$ cat src/rtl/core/gdad_pkg.sv
// ----------------------------------------------------------------------------
// gdad_pkg
// Shared widths, constants and calendar helpers for the date-add block.
// ----------------------------------------------------------------------------
`default_nettype none

package gdad_pkg;

  localparam int unsigned YearW  = 14;
  localparam int unsigned MonthW = 4;
  localparam int unsigned DayW   = 5;
  localparam int unsigned AddW   = 16;
  localparam int unsigned AccW   = 17;
  localparam int unsigned LenW   = 5;
  localparam int unsigned ModW   = 9;
  localparam int unsigned StepW  = 3;

  localparam logic [MonthW-1:0] MonthJan = MonthW'(1);
  localparam logic [MonthW-1:0] MonthFeb = MonthW'(2);
  localparam logic [MonthW-1:0] MonthDec = MonthW'(12);

  localparam logic [ModW-1:0] Cycle400    = ModW'(400);
  localparam logic [ModW-1:0] Cycle400Top = ModW'(399);
  localparam logic [ModW-1:0] Century1    = ModW'(100);
  localparam logic [ModW-1:0] Century2    = ModW'(200);
  localparam logic [ModW-1:0] Century3    = ModW'(300);
  localparam logic [StepW-1:0] ModSteps   = StepW'(5);

  // r is the year modulo 400
  function automatic logic is_leap(input logic [ModW-1:0] r);
    logic lp;
    lp = (r[1:0] == 2'b00) && (r != Century1) && (r != Century2) && (r != Century3);
    return lp;
  endfunction

  function automatic logic [LenW-1:0] month_len(input logic [MonthW-1:0] m,
                                                input logic leap);
    logic [LenW-1:0] len;
    case (m)
      4'd2:    len = leap ? LenW'(29) : LenW'(28);
      4'd4:    len = LenW'(30);
      4'd6:    len = LenW'(30);
      4'd9:    len = LenW'(30);
      4'd11:   len = LenW'(30);
      default: len = LenW'(31);
    endcase
    return len;
  endfunction

endpackage

`default_nettype wire

$ cat src/rtl/core/gregorian_date_add_days_top.sv
// ----------------------------------------------------------------------------
// gregorian_date_add_days_top
// Adds a day count to a Gregorian date by walking months with one adder.
//
// Input channel (in_valid_i/in_ready_o) carries a request: start year, month,
// day and a day count. Output channel (out_valid_o/out_ready_i) returns the
// resulting date, one result per request, in order.
// A request is taken only while the sequencer is idle. It then reduces the year
// modulo 400 (leap rule), sums the lengths of earlier months plus the count, and
// walks forward month by month. All steps share one 18-bit add/subtract unit.
// The result sits in an output register; the next request is accepted while
// it waits. If the receiver stalls, the walk holds on its last step until the
// output register frees up.
// Reset (rst_ni low, asynchronous) returns the sequencer to idle and drops
// out_valid_o.
// ----------------------------------------------------------------------------
`default_nettype none

module gregorian_date_add_days_top (
  input  wire logic                          clk_i,
  input  wire logic                          rst_ni,
  input  wire logic                          in_valid_i,
  output      logic                          in_ready_o,
  input  wire logic [gdad_pkg::YearW-1:0]    start_year_i,
  input  wire logic [gdad_pkg::MonthW-1:0]   start_month_i,
  input  wire logic [gdad_pkg::DayW-1:0]     start_day_i,
  input  wire logic [gdad_pkg::AddW-1:0]     add_days_i,
  output      logic                          out_valid_o,
  input  wire logic                          out_ready_i,
  output      logic [gdad_pkg::YearW-1:0]    result_year_o,
  output      logic [gdad_pkg::MonthW-1:0]   result_month_o,
  output      logic [gdad_pkg::DayW-1:0]     result_day_o
);

  localparam logic [1:0] StIdle = 2'd0;
  localparam logic [1:0] StMod  = 2'd1;
  localparam logic [1:0] StSum  = 2'd2;
  localparam logic [1:0] StWalk = 2'd3;

  localparam int unsigned OpW = gdad_pkg::AccW + 1;

  logic [1:0]                    state_q, state_d;
  logic [gdad_pkg::YearW-1:0]    year_q, year_d;
  logic [gdad_pkg::YearW-1:0]    rmod_q, rmod_d;
  logic [gdad_pkg::MonthW-1:0]   smonth_q, smonth_d;
  logic [gdad_pkg::MonthW-1:0]   month_q, month_d;
  logic [gdad_pkg::AccW-1:0]     acc_q, acc_d;
  logic [gdad_pkg::AddW-1:0]     add_q, add_d;
  logic [gdad_pkg::StepW-1:0]    step_q, step_d;
  logic                          out_valid_q, out_valid_d;
  logic [gdad_pkg::YearW-1:0]    ryear_q, ryear_d;
  logic [gdad_pkg::MonthW-1:0]   rmonth_q, rmonth_d;
  logic [gdad_pkg::DayW-1:0]     rday_q, rday_d;

  logic [OpW-1:0]                op_a, op_b, op_res;
  logic                          op_sub, borrow;
  logic                          leap;
  logic [gdad_pkg::LenW-1:0]     len;
  logic                          sum_more;
  logic                          out_free;
  logic [gdad_pkg::ModW-1:0]     rmod_lo;

  assign rmod_lo  = rmod_q[gdad_pkg::ModW-1:0];
  assign leap     = gdad_pkg::is_leap(rmod_lo);
  assign len      = gdad_pkg::month_len(month_q, leap);
  assign sum_more = (month_q < smonth_q) && (month_q <= gdad_pkg::MonthDec);
  assign out_free = !out_valid_q || out_ready_i;

  // shared add/subtract unit
  always_comb begin
    op_a   = OpW'(acc_q);
    op_b   = OpW'(len);
    op_sub = 1'b0;
    case (state_q)
      StMod: begin
        op_a   = OpW'(rmod_q);
        op_b   = OpW'(gdad_pkg::Cycle400) << step_q;
        op_sub = 1'b1;
      end
      StSum: begin
        op_b = sum_more ? OpW'(len) : OpW'(add_q);
      end
      StWalk: begin
        op_sub = 1'b1;
      end
      default: begin
        op_sub = 1'b0;
      end
    endcase
  end

  assign op_res = op_sub ? (op_a - op_b) : (op_a + op_b);
  assign borrow = op_res[OpW-1];

  always_comb begin
    state_d     = state_q;
    year_d      = year_q;
    rmod_d      = rmod_q;
    smonth_d    = smonth_q;
    month_d     = month_q;
    acc_d       = acc_q;
    add_d       = add_q;
    step_d      = step_q;
    out_valid_d = out_valid_q && !out_ready_i;
    ryear_d     = ryear_q;
    rmonth_d    = rmonth_q;
    rday_d      = rday_q;
    case (state_q)
      StIdle: begin
        if (in_valid_i) begin
          year_d   = start_year_i;
          rmod_d   = start_year_i;
          smonth_d = start_month_i;
          month_d  = gdad_pkg::MonthJan;
          acc_d    = gdad_pkg::AccW'(start_day_i);
          add_d    = add_days_i;
          step_d   = gdad_pkg::ModSteps;
          state_d  = StMod;
        end
      end
      StMod: begin
        if (!borrow) begin
          rmod_d = op_res[gdad_pkg::YearW-1:0];
        end
        step_d = step_q - gdad_pkg::StepW'(1);
        if (step_q == '0) begin
          state_d = StSum;
        end
      end
      StSum: begin
        acc_d = op_res[gdad_pkg::AccW-1:0];
        if (sum_more) begin
          month_d = month_q + gdad_pkg::MonthW'(1);
        end else begin
          month_d = gdad_pkg::MonthJan;
          state_d = StWalk;
        end
      end
      StWalk: begin
        if (acc_q != '0 && !borrow && op_res != '0) begin
          acc_d = op_res[gdad_pkg::AccW-1:0];
          if (month_q == gdad_pkg::MonthDec) begin
            month_d = gdad_pkg::MonthJan;
            year_d  = year_q + gdad_pkg::YearW'(1);
            if (year_q == '1 || rmod_lo == gdad_pkg::Cycle400Top) begin
              rmod_d = '0;
            end else begin
              rmod_d = rmod_q + gdad_pkg::YearW'(1);
            end
          end else begin
            month_d = month_q + gdad_pkg::MonthW'(1);
          end
        end else if (out_free) begin
          out_valid_d = 1'b1;
          ryear_d     = year_q;
          rmonth_d    = month_q;
          rday_d      = (acc_q == '0) ? gdad_pkg::DayW'(1) : acc_q[gdad_pkg::DayW-1:0];
          state_d     = StIdle;
        end
      end
      default: begin
        state_d = StIdle;
      end
    endcase
  end

  always_ff @(posedge clk_i or negedge rst_ni) begin
    if (!rst_ni) begin
      state_q     <= StIdle;
      out_valid_q <= 1'b0;
    end else begin
      state_q     <= state_d;
      out_valid_q <= out_valid_d;
    end
  end

  always_ff @(posedge clk_i) begin
    year_q   <= year_d;
    rmod_q   <= rmod_d;
    smonth_q <= smonth_d;
    month_q  <= month_d;
    acc_q    <= acc_d;
    add_q    <= add_d;
    step_q   <= step_d;
    ryear_q  <= ryear_d;
    rmonth_q <= rmonth_d;
    rday_q   <= rday_d;
  end

  assign in_ready_o     = (state_q == StIdle);
  assign out_valid_o    = out_valid_q;
  assign result_year_o  = ryear_q;
  assign result_month_o = rmonth_q;
  assign result_day_o   = rday_q;

  a_rmod_range: assert property (@(posedge clk_i) disable iff (!rst_ni)
    (state_q == StSum || state_q == StWalk) |-> (rmod_q < gdad_pkg::YearW'(400)))
    else $error("year residue out of range");

  a_walk_month: assert property (@(posedge clk_i) disable iff (!rst_ni)
    (state_q == StWalk) |-> (month_q >= gdad_pkg::MonthJan && month_q <= gdad_pkg::MonthDec))
    else $error("walk month out of range");

  a_result_src: assert property (@(posedge clk_i) disable iff (!rst_ni)
    $rose(out_valid_q) |-> ($past(state_q) == StWalk))
    else $error("result loaded outside walk");

  a_day_nonzero: assert property (@(posedge clk_i) disable iff (!rst_ni)
    out_valid_q |-> (rday_q != '0))
    else $error("result day is zero");

endmodule

`default_nettype wire
$ cat config.mk
export PLATFORM = sky130hd
export DESIGN_NAME = gregorian_date_add_days_top
export DESIGN_NICKNAME = d
export VERILOG_FILES = /design/src/rtl/core/gdad_pkg.sv /design/src/rtl/core/gregorian_date_add_days_top.sv
export SDC_FILE = /design/constraint.sdc
export NUM_CORES = 1
export LEC_CHECK = 0
export BUFFER_PORTS_ARGS = -buffer_cell sky130_fd_sc_hd__buf_2
export CORE_MARGIN = 2
export CORE_UTILIZATION = 55
export CTS_CLUSTER_DIAMETER = 40
export DETAILED_ROUTE_END_ITERATION = 6
export PLACE_DENSITY = 0.77
export SYNTH_ARGS = -nofsm -noshare
export SYNTH_HDL_FRONTEND = slang
export SYNTH_SLANG_ARGS = --single-unit
$ cat constraint.sdc
create_clock -name clk_i -period 9 [get_ports clk_i]
set_clock_uncertainty 0.05 [all_clocks]
set_input_delay 0 -clock clk_i [delete_from_list [all_inputs] [get_ports clk_i]]
set_output_delay 0 -clock clk_i [all_outputs]
set_load 0.01 [all_outputs]
==> results by group <==
Clock network
  • Clock H-tree levels: 3
  • Post-CTS sizing: 0
  • Clock transition at path regs: 0.06 ns
  • Clock root buffer: sky130_fd_sc_hd__clkbuf_16
  • Clk sinks: 98
  • Max Root-Sink Buffers: 2
  • Source-to-sink clock delay at the later pin of the worst-skew pair: 0.36 ns
  • CTS tree: done
  • CTS Buf Count: 9

Logic synthesis
  • Synthesized instance count: 594
  • Count of unique library cells instantiated by Yosys: 75
  • Share of the yosys chip area belonging to registers: 46.4%
  • Register bit total from synthesis: 98
  • Count of yosys warnings during synthesis: 0
  • Number of flops mapped to enable cells by yosys: 95
  • Total standard cell area after synthesis: 0.00631 mm^2
  • Synthesized area per cell: 10.6 um^2
  • Leading register cell type out of synthesis: sky130_fd_sc_hd__edfxtp_1
  • Post-Synthesis Net Count: 675
  • Ys async rst share: 3.06%

STA
  • Final Hold Viols: 0
  • Total of endpoints with negative setup slack in the final report: 0
  • Slew @ Worst Pin: 1.22 ns
  • Sum of negative setup slack: 0 ns
  • Pins Over Slew Limit: 0
  • Minimum period implied by the final worst setup slack: 6.58 ns
  • Worst hold slack after final layout: 0.00845 ns
  • Part of the cycle the worst path needs: 73.2%
  • Highest clock frequency the design can meet: 0.152 GHz
  • Slew HR: 18.4%
  • Setup repair after global routing missed its margin: false

Floorplan
  • Die area: 0.0123 mm^2
  • Die span in x: 111 um
  • Floorplan die height: 111 um
  • Starting density of the core: 55.7%
  • Number of rows in the core area: 39
  • CORE AREA: 0.0113 mm^2
  • Top-level I/O count: 68

Job
  • Max capacitance violation total: 0

Final layout
  • # nets final: 773
  • Final design utilization: 65.8%
  • N_diodes: 0
  • Area Growth Syn to Fin: 18.0%
  • Total non-filler cell area in the finished layout: 0.00745 mm^2
  • Layout cell share with drive strength beyond 1: 17.4%

Placement
  • Final HPWL DP: 10800 um
  • Post-Place Cell Area: 0.00677 mm^2
  • Final estimated routing congestion in global placement: 0.861
  • Count of input and output buffers: 67

Global routing
  • Wire length of the first global-routing pass: 24000 um
  • Number of global-route vias before repair: 4942
  • Pin count of the biggest net entering global routing: 37
  • Overall routing resource usage: 24.6%
  • Sum of overflow across all layers after global routing: 0
  • Number of antenna violations at the first check in global routing: 0

Detailed routing
  • Initial DRT Pass Iterations: 4
  • Wire length reported by the detailed router: 15000 um
  • DRC viols: 0
  • Detailed-route vias per instance: 5.91
  • Mean routed wirelength per cell: 17.9 um
  • Residual antenna-violating net count after detailed routing: 0
  • Number of vias after detailed routing: 4967
  • Number of DRC markers in iteration 0: 288

Hold path
  • Instance count along the most critical hold path: 3
  • Hold Path End: out_valid_o$_DFF_PN0_
  • HP Class: input port to register
  • Min-Delay Startpoint: out_ready_i

Setup path
  • Worst Setup Start Kind: register
  • Launch instance of the worst register-to-register path: month_q[3]$_DFFE_PP_
  • Data required time of the critical path: 8.92 ns
  • CP max FO: 23
  • Worst R2R End: result_year_o[10]$_DFFE_PP_
  • Crit. End Element: register
  • Minimum setup slack among reg-to-reg paths: 2.42 ns
  • Logic depth of the worst register-to-register path: 20
  • CP Class: register to register
  • Arrival time worst endpoint: 6.51 ns

Outcome
  • Outcome: finished, final reports clean
cell usage in the layout, fill, tap and decap left out, types with 10 or more instances in the layout:
cell type / netlist / layout
sky130_fd_sc_hd__a21oi_1: 37 / 37
sky130_fd_sc_hd__a22oi_1: 12 / 12
sky130_fd_sc_hd__and3_1: 10 / 10
sky130_fd_sc_hd__buf_2: 3 / 67
sky130_fd_sc_hd__dlygate4sd3_1: 0 / 41
sky130_fd_sc_hd__edfxtp_1: 95 / 95
sky130_fd_sc_hd__ha_1: 37 / 37
sky130_fd_sc_hd__inv_1: 26 / 26
sky130_fd_sc_hd__mux2_2: 17 / 17
sky130_fd_sc_hd__nand2_1: 40 / 40
sky130_fd_sc_hd__nand3_1: 17 / 17
sky130_fd_sc_hd__nor2_1: 52 / 52
sky130_fd_sc_hd__nor2b_1: 15 / 15
sky130_fd_sc_hd__o21ai_0: 35 / 35
sky130_fd_sc_hd__xnor2_1: 23 / 23
sky130_fd_sc_hd__xor2_1: 30 / 30
area by class of cell:
| type | instances | area, um^2 |
|---|---|---|
| fillers | 898 | 3870 |
| multi-input cells | 442 | 3180 |
| flip-flops and latches | 98 | 2930 |
| repair buffers | 115 | 798 |
| clock buffers | 10 | 229 |
| well taps | 143 | 179 |
| inverters | 26 | 97.6 |
| clock inverters | 6 | 41.3 |
cell usage after synthesis (3+ instances only):
| library cell | instances | share of area [%] |
|---|---|---|
| sky130_fd_sc_hd__a21oi_1 | 37 | 2.9 |
| sky130_fd_sc_hd__a221o_1 | 3 | 0.48 |
| sky130_fd_sc_hd__a22oi_1 | 12 | 1.4 |
| sky130_fd_sc_hd__a31oi_1 | 3 | 0.30 |
| sky130_fd_sc_hd__and2_1 | 3 | 0.30 |
| sky130_fd_sc_hd__and3_1 | 10 | 0.99 |
| sky130_fd_sc_hd__and4_1 | 4 | 0.56 |
| sky130_fd_sc_hd__buf_1 | 5 | 0.30 |
| sky130_fd_sc_hd__buf_2 | 3 | 0.24 |
| sky130_fd_sc_hd__clkbuf_1 | 18 | 1.1 |
| sky130_fd_sc_hd__dfrtp_1 | 3 | 1.2 |
| sky130_fd_sc_hd__edfxtp_1 | 95 | 45 |
| sky130_fd_sc_hd__ha_1 | 37 | 7.3 |
| sky130_fd_sc_hd__inv_1 | 26 | 1.5 |
| sky130_fd_sc_hd__mux2_2 | 17 | 3.0 |
| sky130_fd_sc_hd__mux2i_1 | 6 | 0.95 |
| sky130_fd_sc_hd__nand2_1 | 40 | 2.4 |
| sky130_fd_sc_hd__nand2b_1 | 9 | 0.89 |
| sky130_fd_sc_hd__nand3_1 | 17 | 1.3 |
| sky130_fd_sc_hd__nand4_1 | 7 | 0.69 |
| sky130_fd_sc_hd__nor2_1 | 52 | 3.1 |
| sky130_fd_sc_hd__nor2b_1 | 15 | 1.5 |
| sky130_fd_sc_hd__nor3_1 | 3 | 0.24 |
| sky130_fd_sc_hd__nor3b_1 | 5 | 0.59 |
| sky130_fd_sc_hd__nor4_1 | 4 | 0.40 |
| sky130_fd_sc_hd__o211a_1 | 4 | 0.63 |
| sky130_fd_sc_hd__o211ai_1 | 3 | 0.36 |
| sky130_fd_sc_hd__o21ai_0 | 35 | 2.8 |
| sky130_fd_sc_hd__o21bai_1 | 3 | 0.36 |
| sky130_fd_sc_hd__o221ai_1 | 4 | 0.56 |
| sky130_fd_sc_hd__o31ai_1 | 3 | 0.36 |
| sky130_fd_sc_hd__or4_1 | 3 | 0.36 |
| sky130_fd_sc_hd__xnor2_1 | 23 | 3.2 |
| sky130_fd_sc_hd__xor2_1 | 30 | 4.2 |
stage by stage:
stage	instances	setup WS, ns
floorplan	594	1.97
global placement	783	2.73
detailed placement	783	2.48
CTS	840	2.45
global route	840	1.90
finish	840	2.42
sequential cells by signal (all words and copies together), names as in the netlist:
name            count
acc_q              17
add_q              16
month_q             4
out_valid_o         1
result_day_o        5
result_month_o      4
result_year_o      14
rmod_q             14
smonth_q            4
state_q             2
step_q              3
year_q             14
per-layer routing:
layer	routed length, um	global-route usage (%)	up-vias
met5	0	0	-
met1	6140	29.4	2351
met2	7430	43.2	189
met3	1010	4.59	31
met4	424	11.0	0
li1	-	-	2396
logic make-up after synthesis:
family	after synthesis	synth area share (%)
flops	98	46.4
xor+xnor	53	7.36
mux	24	4.16
simple gates	181	14.5
compound gates	146	16.4
fa+ha+maj	38	7.65
buf+inv	54	3.45
worst max-delay path, cell delays in order (launching register included):
cell,delay (ns)
sky130_fd_sc_hd__edfxtp_1,0.50
sky130_fd_sc_hd__ha_1,0.35
sky130_fd_sc_hd__a21oi_1,0.21
sky130_fd_sc_hd__o21ai_2,0.14
sky130_fd_sc_hd__o21ai_0,0.26
sky130_fd_sc_hd__o32ai_1,0.14
sky130_fd_sc_hd__a21oi_1,0.33
sky130_fd_sc_hd__ha_1,0.25
sky130_fd_sc_hd__nand3_1,0.14
sky130_fd_sc_hd__o31ai_1,0.31
sky130_fd_sc_hd__xor2_1,0.23
sky130_fd_sc_hd__ha_1,0.34
sky130_fd_sc_hd__a21oi_1,0.33
sky130_fd_sc_hd__o21ai_1,0.15
sky130_fd_sc_hd__a221oi_2,0.33
sky130_fd_sc_hd__o31ai_4,0.15
sky130_fd_sc_hd__o31ai_4,0.24
sky130_fd_sc_hd__xor2_1,0.25
sky130_fd_sc_hd__nand4_1,0.19
sky130_fd_sc_hd__a31oi_2,0.33
sky130_fd_sc_hd__and2_1,0.96
what timing repair did:
| item | in CTS | in global routing |
|---|---|---|
| setup buffers | 0 | 0 |
| endpoints found under the hold margin | 56 | 0 |
| hold buffers | 41 | 0 |
| setup endpoints to repair | 0 | 0 |
worst max path at each step:
stage                                     from                     endpoint  slack [ns]
after floorplan           month_q[3]$_DFFE_PP_          rmod_q[0]$_DFFE_PP_        1.97
after global placement    month_q[3]$_DFFE_PP_   result_year_o[0]$_DFFE_PP_        2.73
after detailed placement  month_q[3]$_DFFE_PP_   result_year_o[3]$_DFFE_PP_        2.48
after CTS                 month_q[3]$_DFFE_PP_  result_month_o[0]$_DFFE_PP_        2.45
after global routing      month_q[3]$_DFFE_PP_  result_month_o[0]$_DFFE_PP_        1.90
final                     month_q[3]$_DFFE_PP_  result_year_o[10]$_DFFE_PP_        2.42
Power is not shown: default switching activity piles up to over one toggle a cycle in this logic, so the estimate is an artifact.
